$ cat config.mk
export PLATFORM = sky130hd
export DESIGN_NAME = bm3p_ctrl
export DESIGN_NICKNAME = d
export VERILOG_FILES = /design/src/hdl/bm3p_pkg.sv /design/src/hdl/bm3p_ctrl.sv
export SDC_FILE = /design/constraint.sdc
export NUM_CORES = 1
export LEC_CHECK = 0
export BUFFER_PORTS_ARGS = -buffer_cell sky130_fd_sc_hd__clkbuf_2
export CORE_MARGIN = 8
export CORE_UTILIZATION = 60
export DETAILED_ROUTE_END_ITERATION = 6
export PLACE_DENSITY_LB_ADDON = 0.08
export SYNTH_ARGS = -nofsm -noshare
export SYNTH_HDL_FRONTEND = slang
export SYNTH_SLANG_ARGS = --single-unit
$ cat constraint.sdc
create_clock -name i_clk -period 5.6 [get_ports i_clk]
set_clock_uncertainty 0.05 [all_clocks]
set_input_delay 0.84 -clock i_clk [delete_from_list [all_inputs] [get_ports i_clk]]
set_output_delay 0.84 -clock i_clk [all_outputs]
set_load 0.02 [all_outputs]
$ cat src/hdl/bm3p_pkg.sv
// ----------------------------------------------------------------------------
// bm3p_pkg
// Shared codes, field widths and the control bundle passed from the
// sequencer to the arithmetic path of the 3x3 box mean block.
// ----------------------------------------------------------------------------
package bm3p_pkg;

    // configuration port layout
    localparam int CFG_INDEX_W   = 2;
    localparam int CFG_DATA_W    = 16;
    localparam int WIDTH_FIELD_W = 11;
    localparam int HEIGHT_W      = 16;
    localparam int FILTER_W      = 2;

    // register indexes
    localparam logic [CFG_INDEX_W-1:0] CFG_WIDTH  = 2'd0;
    localparam logic [CFG_INDEX_W-1:0] CFG_HEIGHT = 2'd1;
    localparam logic [CFG_INDEX_W-1:0] CFG_FILTER = 2'd2;

    // neighbour selection modes
    localparam logic [FILTER_W-1:0] FILT_ALL  = 2'd0;
    localparam logic [FILTER_W-1:0] FILT_EVEN = 2'd1;
    localparam logic [FILTER_W-1:0] FILT_ODD  = 2'd2;
    localparam logic [FILTER_W-1:0] FILT_NONE = 2'd3;

    // input item kinds
    localparam logic KIND_PIXEL = 1'b0;
    localparam logic KIND_DRAIN = 1'b1;

    // sequencer to arithmetic path
    typedef struct packed {
        logic                acc_clear;  // start a new neighbourhood
        logic                tag_vld;    // read data arrives this cycle
        logic                tag_ok;     // that neighbour lies inside the frame
        logic                tag_last;   // that neighbour is the ninth
        logic [FILTER_W-1:0] filter;
        logic                row_end;
        logic                frame_end;
    } t_dp_ctl;

endpackage

$ cat src/hdl/bm3p_ctrl.sv
// ----------------------------------------------------------------------------
// bm3p_ctrl
// Stream position tracking, release decision and the read sequencer that
// walks the nine neighbours of the oldest pending pixel through the
// history memory.
// ----------------------------------------------------------------------------
module bm3p_ctrl #(
    parameter int  MAX_WIDTH  = 1024,
    localparam int HIST_DEPTH = 2 * MAX_WIDTH + 4,
    localparam int ADDR_W     = $clog2(HIST_DEPTH)
) (
    input  logic                              i_clk,
    input  logic                              i_rst_n,
    // configuration
    input  logic                              i_cfg_valid,
    input  logic [bm3p_pkg::CFG_INDEX_W-1:0]  i_cfg_index,
    input  logic [bm3p_pkg::CFG_DATA_W-1:0]   i_cfg_data,
    output logic                              o_cfg_ready,
    // input channel handshake
    input  logic                              i_in_valid,
    input  logic                              i_kind,
    output logic                              o_in_stall,
    // history memory
    output logic                              o_wr_en,
    output logic [ADDR_W-1:0]                 o_wr_addr,
    output logic                              o_rd_en,
    output logic [ADDR_W-1:0]                 o_rd_addr,
    // arithmetic path
    output bm3p_pkg::t_dp_ctl                 o_dp,
    input  logic                              i_done
);

    localparam int WEFF_W  = $clog2(MAX_WIDTH + 1);
    localparam int COL_W   = $clog2(MAX_WIDTH);
    localparam int PEND_W  = $clog2(MAX_WIDTH + 3);
    localparam int CMP_W   = (WEFF_W > bm3p_pkg::WIDTH_FIELD_W) ? WEFF_W
                                                                : bm3p_pkg::WIDTH_FIELD_W;
    localparam int RST_WIDTH = (MAX_WIDTH < 1024) ? MAX_WIDTH : 1024;
    localparam int H_W     = bm3p_pkg::HEIGHT_W;

    typedef enum logic [1:0] {
        S_IDLE,
        S_DECIDE,
        S_READ,
        S_FINISH
    } t_state;

    t_state                          r_state;
    logic [WEFF_W-1:0]               r_w_eff;
    logic [H_W-1:0]                  r_h_eff;
    logic [bm3p_pkg::FILTER_W-1:0]   r_filter;
    logic [ADDR_W-1:0]               r_wr_pos;
    logic [PEND_W-1:0]               r_pending;
    logic [PEND_W-1:0]               r_recv;
    logic [COL_W-1:0]                r_in_col;
    logic [H_W-1:0]                  r_in_row;
    logic [COL_W-1:0]                r_out_col;
    logic [H_W-1:0]                  r_out_row;
    logic [ADDR_W-1:0]               r_base;
    logic [ADDR_W-1:0]               r_addr;
    logic [1:0]                      r_dr;
    logic [1:0]                      r_dc;
    logic [2:0]                      r_row_ok;
    logic [2:0]                      r_col_ok;
    logic                            r_row_end;
    logic                            r_frame_end;
    logic                            r_acc_clear;
    logic                            r_tag_vld;
    logic                            r_tag_ok;
    logic                            r_tag_last;

    logic                            in_acc;
    logic                            pix_acc;
    logic                            cfg_wr;
    logic                            cfg_hit;
    logic [bm3p_pkg::WIDTH_FIELD_W-1:0] wf;
    logic [CMP_W-1:0]                wf_ext;
    logic [WEFF_W-1:0]               cfg_w_eff;
    logic [H_W-1:0]                  cfg_h_eff;
    logic [WEFF_W-1:0]               w_m1;
    logic [H_W-1:0]                  h_m1;
    logic                            in_col_last;
    logic                            in_row_last;
    logic                            out_col_last;
    logic                            out_row_last;
    logic                            old_frame;
    logic                            release_ok;
    logic [ADDR_W-1:0]               span;
    logic [ADDR_W-1:0]               base0;
    logic [ADDR_W:0]                 base_sum;
    logic [ADDR_W-1:0]               base_next;
    logic [ADDR_W-1:0]               addr_inc;
    logic [ADDR_W-1:0]               wr_pos_inc;
    logic                            slot_ok;
    logic                            slot_last;

    // handshakes, an offered register write holds off input items
    assign o_in_stall  = (r_state != S_IDLE) || i_cfg_valid;
    assign o_cfg_ready = (r_state == S_IDLE);
    assign in_acc      = i_in_valid && !o_in_stall;
    assign pix_acc     = in_acc && (i_kind == bm3p_pkg::KIND_PIXEL);
    assign cfg_wr      = i_cfg_valid && o_cfg_ready;
    assign cfg_hit     = cfg_wr && ((i_cfg_index == bm3p_pkg::CFG_WIDTH)
                                 || (i_cfg_index == bm3p_pkg::CFG_HEIGHT)
                                 || (i_cfg_index == bm3p_pkg::CFG_FILTER));

    // effective frame size from written values
    assign wf        = i_cfg_data[bm3p_pkg::WIDTH_FIELD_W-1:0];
    assign wf_ext    = CMP_W'(wf);
    assign cfg_w_eff = (wf == '0) ? WEFF_W'(1)
                     : (wf_ext > CMP_W'(MAX_WIDTH)) ? WEFF_W'(MAX_WIDTH)
                     : WEFF_W'(wf_ext);
    assign cfg_h_eff = (i_cfg_data[H_W-1:0] == '0) ? H_W'(1) : i_cfg_data[H_W-1:0];

    // position compares
    assign w_m1         = r_w_eff - WEFF_W'(1);
    assign h_m1         = r_h_eff - H_W'(1);
    assign in_col_last  = (WEFF_W'(r_in_col) == w_m1);
    assign in_row_last  = (r_in_row == h_m1);
    assign out_col_last = (WEFF_W'(r_out_col) == w_m1);
    assign out_row_last = (r_out_row == h_m1);

    // oldest result is releasable once its frame is complete or the pixel
    // one row and one column past it has arrived
    assign old_frame  = (r_pending > r_recv);
    assign release_ok = (r_pending != '0)
                     && (old_frame || (r_pending >= PEND_W'(r_w_eff) + PEND_W'(2)));

    // top-left neighbour address, wrapped into the history ring
    assign span  = ADDR_W'(r_pending) + ADDR_W'(r_w_eff) + ADDR_W'(1);
    assign base0 = (r_wr_pos >= span) ? (r_wr_pos - span)
                                      : (r_wr_pos - span + ADDR_W'(HIST_DEPTH));

    // address stepping
    assign base_sum   = {1'b0, r_base} + (ADDR_W+1)'(r_w_eff);
    assign base_next  = (base_sum >= (ADDR_W+1)'(HIST_DEPTH))
                      ? ADDR_W'(base_sum - (ADDR_W+1)'(HIST_DEPTH))
                      : ADDR_W'(base_sum);
    assign addr_inc   = (r_addr == ADDR_W'(HIST_DEPTH - 1)) ? '0 : r_addr + ADDR_W'(1);
    assign wr_pos_inc = (r_wr_pos == ADDR_W'(HIST_DEPTH - 1)) ? '0 : r_wr_pos + ADDR_W'(1);

    assign slot_ok   = r_row_ok[r_dr] & r_col_ok[r_dc];
    assign slot_last = (r_dr == 2'd2) && (r_dc == 2'd2);

    // sequencer
    always_ff @(posedge i_clk) begin
        if (!i_rst_n) begin
            r_state     <= S_IDLE;
            r_w_eff     <= WEFF_W'(RST_WIDTH);
            r_h_eff     <= H_W'(1024);
            r_filter    <= bm3p_pkg::FILT_ALL;
            r_wr_pos    <= '0;
            r_pending   <= '0;
            r_recv      <= '0;
            r_in_col    <= '0;
            r_in_row    <= '0;
            r_out_col   <= '0;
            r_out_row   <= '0;
            r_acc_clear <= 1'b0;
            r_tag_vld   <= 1'b0;
            r_tag_ok    <= 1'b0;
            r_tag_last  <= 1'b0;
            r_base      <= '0;
            r_addr      <= '0;
            r_dr        <= '0;
            r_dc        <= '0;
            r_row_ok    <= '0;
            r_col_ok    <= '0;
            r_row_end   <= 1'b0;
            r_frame_end <= 1'b0;
        end else begin
            // accumulator clear and read tag follow the sequencer state
            r_acc_clear <= (r_state == S_DECIDE) && release_ok;
            r_tag_vld   <= (r_state == S_READ);

            unique case (r_state)
                S_IDLE: begin
                    if (in_acc) begin
                        if (pix_acc) begin
                            r_wr_pos  <= wr_pos_inc;
                            r_pending <= r_pending + PEND_W'(1);
                            if (in_col_last) begin
                                r_in_col <= '0;
                                if (in_row_last) begin
                                    r_in_row <= '0;
                                    r_recv   <= '0;
                                end else begin
                                    r_in_row <= r_in_row + H_W'(1);
                                    r_recv   <= (r_recv == '1) ? r_recv
                                                               : r_recv + PEND_W'(1);
                                end
                            end else begin
                                r_in_col <= r_in_col + COL_W'(1);
                                r_recv   <= (r_recv == '1) ? r_recv : r_recv + PEND_W'(1);
                            end
                        end
                        r_state <= S_DECIDE;
                    end
                end
                S_DECIDE: begin
                    if (release_ok) begin
                        r_row_end   <= out_col_last;
                        r_frame_end <= out_col_last && out_row_last;
                        r_row_ok    <= {!out_row_last, 1'b1, (r_out_row != '0)};
                        r_col_ok    <= {!out_col_last, 1'b1, (r_out_col != '0)};
                        r_base      <= base0;
                        r_addr      <= base0;
                        r_dr        <= '0;
                        r_dc        <= '0;
                        r_pending   <= r_pending - PEND_W'(1);
                        if (out_col_last) begin
                            r_out_col <= '0;
                            r_out_row <= out_row_last ? '0 : r_out_row + H_W'(1);
                        end else begin
                            r_out_col <= r_out_col + COL_W'(1);
                        end
                        r_state <= S_READ;
                    end else begin
                        r_state <= S_IDLE;
                    end
                end
                S_READ: begin
                    // one neighbour read per cycle, tag follows the read data
                    r_tag_ok   <= slot_ok;
                    r_tag_last <= slot_last;
                    if (r_dc == 2'd2) begin
                        r_dc   <= '0;
                        r_dr   <= r_dr + 2'd1;
                        r_base <= base_next;
                        r_addr <= base_next;
                    end else begin
                        r_dc   <= r_dc + 2'd1;
                        r_addr <= addr_inc;
                    end
                    if (slot_last) begin
                        r_state <= S_FINISH;
                    end
                end
                S_FINISH: begin
                    if (i_done) begin
                        r_state <= S_IDLE;
                    end
                end
                default: begin
                    r_state <= S_IDLE;
                end
            endcase

            // a register write restarts the stream
            if (cfg_hit) begin
                unique case (i_cfg_index)
                    bm3p_pkg::CFG_WIDTH:  r_w_eff  <= cfg_w_eff;
                    bm3p_pkg::CFG_HEIGHT: r_h_eff  <= cfg_h_eff;
                    bm3p_pkg::CFG_FILTER: r_filter <= i_cfg_data[bm3p_pkg::FILTER_W-1:0];
                    default: ;
                endcase
                r_wr_pos  <= '0;
                r_pending <= '0;
                r_recv    <= '0;
                r_in_col  <= '0;
                r_in_row  <= '0;
                r_out_col <= '0;
                r_out_row <= '0;
            end
        end
    end

    // memory ports
    assign o_wr_en   = pix_acc;
    assign o_wr_addr = r_wr_pos;
    assign o_rd_en   = (r_state == S_READ);
    assign o_rd_addr = r_addr;

    // control bundle
    always_comb begin
        o_dp.acc_clear = r_acc_clear;
        o_dp.tag_vld   = r_tag_vld;
        o_dp.tag_ok    = r_tag_ok;
        o_dp.tag_last  = r_tag_last;
        o_dp.filter    = r_filter;
        o_dp.row_end   = r_row_end;
        o_dp.frame_end = r_frame_end;
    end

endmodule

# After elaboration in Yosys (flattened, before gate mapping)
# Cells that the tools add are included.
# word_totals
reg_bits,157
in_bits,24
out_inout_bits,36
wordCells,147
# classes
add_sub_neg,20
magnitude_cmp,7
eq_ne,20
muxes,37
n_bitwise,3
reduce_logical,37
# op_table
operator,n
$mux W11,8
$mux W12,7
$mux W16,3
$pmux W12 S2,2
$add A12 B1 Y12 const B,3
$add A16 B1 Y16 const B,2
$eq A16 B16 Y1,2
$eq A12 B12 Y1 const B,2
$add A11 B1 Y11 const B,2
$eq A10 B11 Y1,2
$pmux W11 S2,1
$sub A11 B1 Y11 const B,2
$add A10 B1 Y10 const B,2
$mux W10,2
$logic_not A16 Y1,1
$reduce_bool A16 Y1,1
$sub A16 B1 Y16 const B,1
$mux W2,7
$add A12 B11 Y13,1
$ge A13 B12 Y1 const B,1
$add A11 B11 Y12,1
$add A12 B12 Y12 const B,1
$ge A12 B12 Y1,1
$reduce_and A3 Y1,4
other kinds (30),65

# Logic depth before layout (Yosys ltp)
# Gate-level depths: netlist of run 1.
# depth
ltp_word,8
ltp_mapped,23
ltp_nobuf,22

# Worst setup path before layout of run 1
# No wires, ideal clock.
# synth_timing
path_kind,register to register
start,register r_w_eff[0]
end,register r_base[3]
setup_ns,0.126
arrival_time_ns,4.063
required_time_ns,5.424
setup_slack_ns,1.361
stages_incl_launch_ff,22
n_path_buf,1
synth_period_minus_slack_ns,4.239
cell_sequence,dfxtp_1 clkbuf_1 inv_1 ha_1 fa_1 nor2b_1 o21ai_0 a21oi_1 o21ai_0 a21oi_1 o21a_1 nor3_1 or2_2 ha_1 nand2_1 nor4_1 nor4_1 a21oi_1 mux2_2 nand3_1 a21boi_0 o22ai_1
# synth_via
elab_chain_len,7
elab_cells_between_ends,19
classes_between,add/sub (7); order compare (3); eq/ne (1); mux (5); reduce/logical (3)
# synth_lines
item,line_no,rtl
"start, declared",bm3p_ctrl.sv:49,logic [WEFF_W-1:0] r_w_eff;
"start signal, assigned",bm3p_ctrl.sv:149,r_w_eff <= WEFF_W'(RST_WIDTH);
"start signal, assigned",bm3p_ctrl.sv:252,bm3p_pkg::CFG_WIDTH: r_w_eff <= cfg_w_eff;
$add A11 B11 Y12,bm3p_ctrl.sv:130,assign span = ADDR_W'(r_pending) + ADDR_W'(r_w_eff) + ADDR_W'(1);
$add A12 B1 Y12,bm3p_ctrl.sv:130,
$sub A12 B12 Y12,"bm3p_ctrl.sv:131, bm3p_ctrl.sv:132",
$add A12 B12 Y12,bm3p_ctrl.sv:132,: (r_wr_pos - span + ADDR_W'(HIST_DEPTH));
$mux W12,bm3p_ctrl.sv:131,assign base0 = (r_wr_pos >= span) ? (r_wr_pos - span)
$mux W12,bm3p_ctrl.sv:201,if (release_ok) begin
$pmux W12 S2,bm3p_ctrl.sv:176,unique case (r_state)
"end signal, assigned",bm3p_ctrl.sv:206,r_base <= base0;
"end signal, assigned",bm3p_ctrl.sv:229,r_base <= base_next;
"end, declared",bm3p_ctrl.sv:59,logic [ADDR_W-1:0] r_base;
# Several ways; a longest one is shown, not always the timed one. The select of a mux whose other input is x is not followed.
# A chain may end at the register's enable or synchronous reset.

# Worst setup path in the final report of run 1
# Ends and elaborated chain as after synthesis.

==> key figures, run 1 <==
STA
  • Fmax: 211 MHz
  • RSZ-0062 raised after global routing: no
  • Final period util: 84.8%
  • Final setup fails: 0
  • Slew @ Worst Pin: 1.14 ns
  • Setup TNS: 0 ns
  • Tmin final: 4.75 ns
  • Fin. max-slew vios: 0
  • Relative slew slack: 23.4%
  • Final Hold Fails: 0

Global routing
  • First-pass GRT wire length: 50.2 mm
  • Gr usage total: 25.7%
  • Congestion Overflow GR: 0
  • Largest net degree at the start of global routing: 55
  • Vias in the first global route: 9665
  • Initial antenna violation count: 0

Power
  • Clock power share: 46.9%
  • Peak VDD IR: 224 uV
  • Net Switching: 0.768 mW
  • LEAKAGE: 4.90 nW
  • Post-route total power: 2.85 mW
  • Switch share: 27.0%
  • P_int: 2.08 mW
  • Register share of total power: 40.1%
  • Combinational cell fraction of total power: 13.0%
  • PD cells: 228 nW/um^2

Cells and area
  • Post-route cell area: 12500 um^2
  • Fin nets: 1570
  • Layout Utilization: 66.5%
  • Area of the multi-input gates: 7820 um^2
  • Most common cell after layout, fill and taps aside: nor2_1
  • Diode count: 0
  • Filler cells: 1662
  • Area grow syn2layout: 8.28%
  • Non-Filler Instances: 1708
  • Seq. cell area: 3120 um^2
  • Commonest cells after routing, fill and taps aside: nor2_1 (158), dfxtp_1 (156), nand2_1 (121)
  • Share of layout cells above drive strength 1: 8.75%

Setup path
  • CP required: 5.85 ns
  • CP max FO: 9
  • Crit end category: register
  • Beginning of the worst register-to-register path: r_w_eff[0]
  • Worst EP arrival: 4.99 ns
  • Crit path kind: register to register
  • Worst reg2reg setup slack: 0.85 ns
  • R2R cell count: 20
  • R2r endpoint: r_base[3]
  • Startpoint Class: register

Routing
  • Wire per inst: 18.0 um
  • DRT Wirelength: 30.8 mm
  • Initial DRT Pass Iterations: 7
  • Vias per inst: 6.18
  • ANT nets after route: 0
  • Vias: 10600
  • Final routed DRC violation total: 1
  • DR iter-0 viols: 854

Clocking
  • Total CTS buffers: 17
  • Clk_lat worst skew: 0.44 ns
  • Clock Sinks: 156
  • Maximum clock path buffer count: 2
  • Post-cts sizing count: 0
  • TritonCTS clock tree: yes
  • Htree depth: 4
  • Total setup buffers inserted after CTS: 0
  • Clock slew at reported path FFs: 0.06 ns
  • Root buffer cell: clkbuf_16
  • Post-CTS Hold Buffers: 0

Place
  • Placed Cells: 1676
  • Final HPWL DP: 22.9 mm
  • GP Congestion: 0.917
  • Instance area at placement: 11800 um^2
  • Port buffer count: 59

Synthesis
  • Gate Count Post-Synth: 1452
  • Commonest register cell after synthesis: dfxtp_1
  • Netlist area before placement: 11500 um^2
  • Mapped Nets: 1561
  • Synth unique cells: 90
  • Flops & latches, synth: 156
  • Avg Cell Area, Syn: 7.94 um^2
  • Seq/Total Area, Yosys: 27.1%
  • FFs w/ async S/R, synth: 0%
  • Yosys warnings: 0
  • EDFF count, synth: 0

Die
  • Placement row count: 50
  • IO Pins: 60
  • Die width: 155 um
  • CORE AREA: 18800 um^2
  • Full die area: 23900 um^2
  • Initial Utilization: 61.4%
  • Die H: 155 um

Worst hold path
  • Hold Startpoint: r_tag_last
  • Hold depth: 2
  • Tightest Hold Check Type: register to register
  • WHS Endpoint: r_tag_last

Outcome
  • Violated checks: design-rule violations
  • Run status: finished, violations left

Run
  • Max-cap viol count: 0
layout make-up:
class / count / share of cell area, %
clock buffers: 18 / 3.52
multi-input cells: 1157 / 62.7
clock inverters: 14 / 1.84
well taps: 234 / 2.35
repair buffers: 64 / 2.67
inverters: 65 / 1.95
flip-flops and latches: 156 / 25.0
sequential cells by signal (all words and copies together) (netlist names), named ones only:
signal / cells
o_rd_addr: 12
o_wr_addr: 12
r_acc_clear: 1
r_base: 12
r_col_ok: 2
r_dc: 2
r_dr: 2
r_filter: 2
r_frame_end: 1
r_h_eff: 16
r_in_col: 10
r_in_row: 16
r_out_col: 10
r_out_row: 16
r_pending: 11
r_recv: 11
r_row_end: 1
r_row_ok: 3
r_state: 1
r_tag_last: 1
r_tag_ok: 1
r_tag_vld: 1
r_w_eff: 11
worst max-delay path, cell delays in order, from the launching register on:
cell and delay [ns]:
dfxtp_1 0.55, inv_1 0.12, ha_1 0.25, fa_1 0.42, nor2b_1 0.14, o21ai_0 0.10, a21oi_1 0.17, o21ai_0 0.12
a21oi_1 0.20, o21a_1 0.16, nor3_1 0.05, or2_2 0.28, ha_1 0.36, nand2_1 0.10, nor4_1 0.24, nor4_1 0.10
a21oi_1 0.39, mux2_2 0.39, nand3_1 0.10, a21boi_0 0.20, o22ai_1 0.10
stage by stage:
| step | hold slack, ns | worst slack (ns) |
|---|---|---|
| after floorplan | 0.381 | 1.36 |
| after global placement | 0.395 | 1.05 |
| after CTS | 0.408 | 0.904 |
| after global routing | 0.441 | 0.544 |
| final | 0.407 | 0.852 |
| after detailed placement | 0.400 | 0.976 |
power groups by stage:
stage	logic (mW)	registers [mW]	clock network [mW]
after global placement	0.361	1.17	0
after floorplan	0.282	1.16	0
after detailed placement	0.365	1.17	0
after global routing	0.406	1.14	1.40
final	0.371	1.14	1.34
after CTS	0.368	1.14	1.35
routing by layer:
layer	track usage, %	vias to the layer above	wire, um
li1	-	5199	-
met1	34.8	4958	14300
met2	40.1	342	13700
met3	5.15	58	2040
met4	8.12	0	657
met5	0	-	0
worst max-delay path by stage:
stage	startpoint	to	slack, ns	depth (start not counted)
after global routing	r_w_eff[0]	r_base[3]	0.54	20
after floorplan	r_w_eff[0]	r_base[3]	1.36	21
after global placement	r_w_eff[0]	r_base[3]	1.05	20
after CTS	r_w_eff[0]	r_base[3]	0.90	20
after detailed placement	r_w_eff[0]	o_rd_addr[3]	0.98	20
final	r_w_eff[0]	r_base[3]	0.85	20
synth_stat cells, types with 5 or more instances:
cell type / n / area share [%]
nand2b_1: 13 / 0.71
nand4_1: 37 / 2.0
o21ai_0: 61 / 2.6
nor2_1: 158 / 5.1
buf_1: 5 / 0.16
nor2b_1: 24 / 1.3
nor3_1: 34 / 1.5
inv_1: 64 / 2.1
xor2_1: 77 / 5.8
a21o_1: 12 / 0.78
or3_1: 18 / 0.98
nor4_1: 27 / 1.5
nor4b_1: 5 / 0.38
o21a_1: 10 / 0.65
mux2i_1: 18 / 1.6
nor3b_1: 11 / 0.72
o221ai_1: 11 / 0.84
nand2_1: 121 / 3.9
and2_1: 14 / 0.76
a31oi_1: 15 / 0.81
and3_1: 21 / 1.1
o211ai_1: 5 / 0.33
ha_1: 81 / 8.8
clkbuf_1: 46 / 1.5
buf_4: 8 / 0.52
o21bai_1: 5 / 0.33
or4_1: 12 / 0.78
o22ai_1: 9 / 0.49
dfxtp_1: 156 / 27
nand3_1: 55 / 2.4
buf_2: 10 / 0.43
a211oi_1: 16 / 1.0
a21oi_1: 93 / 4.0
a22oi_1: 7 / 0.46
a221oi_1: 5 / 0.38
xnor2_1: 95 / 7.2
logic make-up (layout without fill, tap and decap cells):
logic type | Yosys count | after routing | synth area share, %
buffers and inverters | 139 | 161 | 5.22
XOR/XNOR | 177 | 177 | 14.0
multiplexers | 22 | 22 | 1.95
adder cells (fa/ha/maj) | 85 | 85 | 9.49
AO/OA/AOI/OAI | 302 | 302 | 17.3
flip-flops | 156 | 156 | 27.1
AND/OR/NAND/NOR | 571 | 571 | 24.9
(Power assumes the default switching activity.)
==> run 2: changes to the inputs <==
--- a/config.mk
+++ b/config.mk
@@ -5,6 +5,7 @@
 export SDC_FILE = /design/constraint.sdc
 export NUM_CORES = 1
 export LEC_CHECK = 0
+export ABC_AREA = 1
 export BUFFER_PORTS_ARGS = -buffer_cell sky130_fd_sc_hd__clkbuf_2
 export CORE_MARGIN = 8
 export CORE_UTILIZATION = 60
==> constraint.sdc (replaced) <==
create_clock -name i_clk -period 4.85 [get_ports i_clk]
set_clock_uncertainty 0.05 [all_clocks]
set_input_delay 0.7275 -clock i_clk [delete_from_list [all_inputs] [get_ports i_clk]]
set_output_delay 0.7275 -clock i_clk [all_outputs]
set_load 0.02 [all_outputs]
==> key figures, run 2 <==
Setup path
  • CP required: 5.14 ns (was 5.85 ns)
  • Worst EP arrival: 4.72 ns (was 4.99 ns)
  • Startpoint Class: register (unchanged)
  • CP max FO: 5 (was 9)
  • Crit path kind: register to register (unchanged)
  • Crit end category: register (unchanged)

Global routing
  • Gr usage total: 27.8% (was 25.7%)
  • Initial antenna violation count: 0 (unchanged)
  • First-pass GRT wire length: 55.4 mm (was 50.2 mm)
  • Vias in the first global route: 11500 (was 9665)
  • Largest net degree at the start of global routing: 35 (was 55)
  • Congestion Overflow GR: 0 (unchanged)

Place
  • Instance area at placement: 12600 um^2 (was 11800 um^2)
  • Port buffer count: 59 (unchanged)
  • Final HPWL DP: 26.2 mm (was 22.9 mm)
  • GP Congestion: 0.969 (was 0.917)

Routing
  • Metal1 wirelength: 14.4 mm (was 14.3 mm)
  • Initial DRT Pass Iterations: 7 (unchanged)
  • DRT Wirelength: 34.2 mm (was 30.8 mm)
  • Metal3 WL: 1.83 mm (was 2.04 mm)
  • Vias per inst: 5.61 (was 6.18)
  • Max Used Layer: met4 (unchanged)
  • Met2 wire length: 16.4 mm (was 13.7 mm)
  • ANT nets after route: 0 (unchanged)
  • Wire per inst: 15.7 um (was 18.0 um)
  • Vias: 12200 (was 10600)
  • DR iter-0 viols: 837 (was 854)
  • Final routed DRC violation total: 0 (was 1)

Synthesis
  • Avg Cell Area, Syn: 6.54 um^2 (was 7.94 um^2)
  • Commonest cells post-synth: nand2_1 (405), inv_1 (237), nor2_1 (192) (was nor2_1 (158), dfxtp_1 (156), nand2_1 (121))
  • Synth unique cells: 52 (was 90)
  • Gate Count Post-Synth: 1842 (was 1452)
  • Top-count cell post-synth: nand2_1 (was nor2_1)
  • Seq/Total Area, Yosys: 25.9% (was 27.1%)
  • Largest area contributor in the netlist: dfxtp_1 (unchanged)
  • EDFF count, synth: 0 (unchanged)
  • Flops & latches, synth: 156 (unchanged)
  • FFs w/ async S/R, synth: 0% (unchanged)
  • Synth top area share: 25.9% (was 27.1%)
  • Yosys warnings: 0 (unchanged)
  • Mapped Nets: 1951 (was 1561)
  • Commonest register cell after synthesis: dfxtp_1 (unchanged)
  • Netlist area before placement: 12100 um^2 (was 11500 um^2)
  • Top cells by area, synth: dfxtp_1 (26%), nand2_1 (13%), ha_1 (8.4%) (was dfxtp_1 (27%), ha_1 (8.8%), xnor2_1 (7.2%))

Die
  • CORE AREA: 20000 um^2 (was 18800 um^2)
  • Full die area: 24900 um^2 (was 23900 um^2)
  • Die H: 158 um (was 155 um)
  • IO Pins: 60 (unchanged)
  • Placement row count: 52 (was 50)
  • Die width: 158 um (was 155 um)
  • Initial Utilization: 60.3% (was 61.4%)

Worst hold path
  • Tightest Hold Check Type: register to register (unchanged)

Cells and area
  • Area grow syn2layout: 8.77% (was 8.28%)
  • Diode count: 0 (unchanged)
  • Commonest cells after routing, fill and taps aside: nand2_1 (405), inv_1 (237), nor2_1 (192) (was nor2_1 (158), dfxtp_1 (156), nand2_1 (121))
  • Fin nets: 2000 (was 1570)
  • Post-route cell area: 13100 um^2 (was 12500 um^2)
  • Share of layout cells above drive strength 1: 7.20% (was 8.75%)
  • Largest regs: r_h_eff: 16 flops, r_in_row: 16 flops, r_out_row: 16 flops (unchanged)
  • Most common cell after layout, fill and taps aside: nand2_1 (was nor2_1)

STA
  • Final Hold Fails: 0 (unchanged)
  • Final setup fails: 0 (unchanged)
  • Slew @ Worst Pin: 0.941 ns (was 1.14 ns)
  • Relative slew slack: 37.1% (was 23.4%)
  • Setup TNS: 0 ns (unchanged)
  • Tmin final: 4.43 ns (was 4.75 ns)
  • Final period util: 91.3% (was 84.8%)
  • Min Hold Slack: 0.417 ns (was 0.407 ns)
  • Fmax: 226 MHz (was 211 MHz)
  • Fin. max-slew vios: 0 (unchanged)

Clocking
  • Total setup buffers inserted after CTS: 0 (unchanged)
  • TritonCTS clock tree: yes (unchanged)
  • Post-cts sizing count: 0 (unchanged)
  • Clock Sinks: 156 (unchanged)
  • Clock slew at reported path FFs: 0.07 ns (was 0.06 ns)
  • Total CTS buffers: 17 (unchanged)
  • Root buffer cell: clkbuf_16 (unchanged)
  • Post-CTS Hold Buffers: 0 (unchanged)
  • Clk_lat worst skew: 0.44 ns (about the same)
  • Htree depth: 4 (unchanged)
  • Maximum clock path buffer count: 2 (unchanged)

Power
  • LEAKAGE: 5.71 nW (was 4.90 nW)
  • PD cells: 383 nW/um^2 (was 228 nW/um^2)
  • Peak VDD IR: 273 uV (was 224 uV)

Run
  • Max-cap viol count: 0 (unchanged)

Outcome
  • Run status: finished clean (was finished, violations left)
## run 2: changes by cell type in the layout (fill, tap and decap cells not counted), moves of 26 or more
cell     delta
a21oi_1    +63
inv_1     +173
nand2_1   +284
nand3_1    +71
nor2_1     +34
xnor2_1    -75
xor2_1     +26
## run 2: critical path, stage by stage (launching register included)
cell and delay, ns:
dfxtp_1 0.39, inv_1 0.15, ha_1 0.24, fa_1 0.40
o21ai_1 0.23, a21oi_1 0.10, o21ai_1 0.22, a21oi_1 0.11
o21ai_1 0.21, nand2_1 0.07, nand2_1 0.06, a21oi_1 0.07
xor2_1 0.15, ha_1 0.35, inv_1 0.12, nor3_2 0.07
nand4_1 0.07, nand4_1 0.20, buf_4 0.22, nor2_1 0.13
nand2_1 0.11, nor2_1 0.17, nand2_1 0.07, nand3_1 0.09
nand2_1 0.09, o21bai_1 0.12, inv_1 0.05
## run 2: cell families after synthesis
family                     count (synthesis)  synth area share [%]
and+or+nand+nor                          896                  33.1
AOI/OAI and AO/OA                        298                  13.6
buffers and inverters                    284                  9.34
DFF                                      156                  25.9
xor gates and xnor gates                 123                  8.94
adders and majority gates                 85                  9.07
## run 2: metrics by stage
step / power, mW / setup WS (ns) / cells / utilization (%)
after CTS: 4.99 / 0.142 / 2174 / 65.6
after global routing: 5.36 / -0.0245 / 2174 / 65.6
after floorplan: 3.17 / 0.600 / 1842 / -
final: 5.02 / 0.424 / 2174 / 65.6
after global placement: 3.68 / 0.386 / 2142 / 62.9
after detailed placement: 3.72 / 0.202 / 2142 / 62.9
## run 2: final timing paths
kind	startpoint	cells past startpoint	slack [ns]	end
worst max-delay path	r_pending[0]	26	0.42	r_base[8]
worst min-delay path	r_row_ok[2]	2	0.42	r_row_ok[2]
worst max register to register	r_pending[0]	26	0.42	r_base[8]
worst min register to register	r_row_ok[2]	2	0.42	r_row_ok[2]
## run 2: layer usage
| layer | global-route usage [%] | vias up |
|---|---|---|
| met2 | 48.2 | 345 |
| li1 | - | 6186 |
| met3 | 4.12 | 88 |
| met5 | 0 | - |
| met4 | 15.3 | 0 |
| met1 | 32.5 | 5571 |
## run 2: final cells by class
class	instances	area (um^2)
Clock inverter	14	114
Timing Repair Buffer	71	385
Tap cell	270	338
Clock buffer	18	429
Sequential cell	156	3120
Fill cell	1895	6870
Multi-Input combinational cell	1402	7810
Inverter	243	912
## run 2: power breakdown
group / switching (mW) / internal, mW / total (mW)
sequential: 0.156 / 1.40 / 1.56
clock: 0.614 / 0.667 / 1.28
combinational: 1.45 / 0.729 / 2.18
total: 2.22 / 2.80 / 5.02
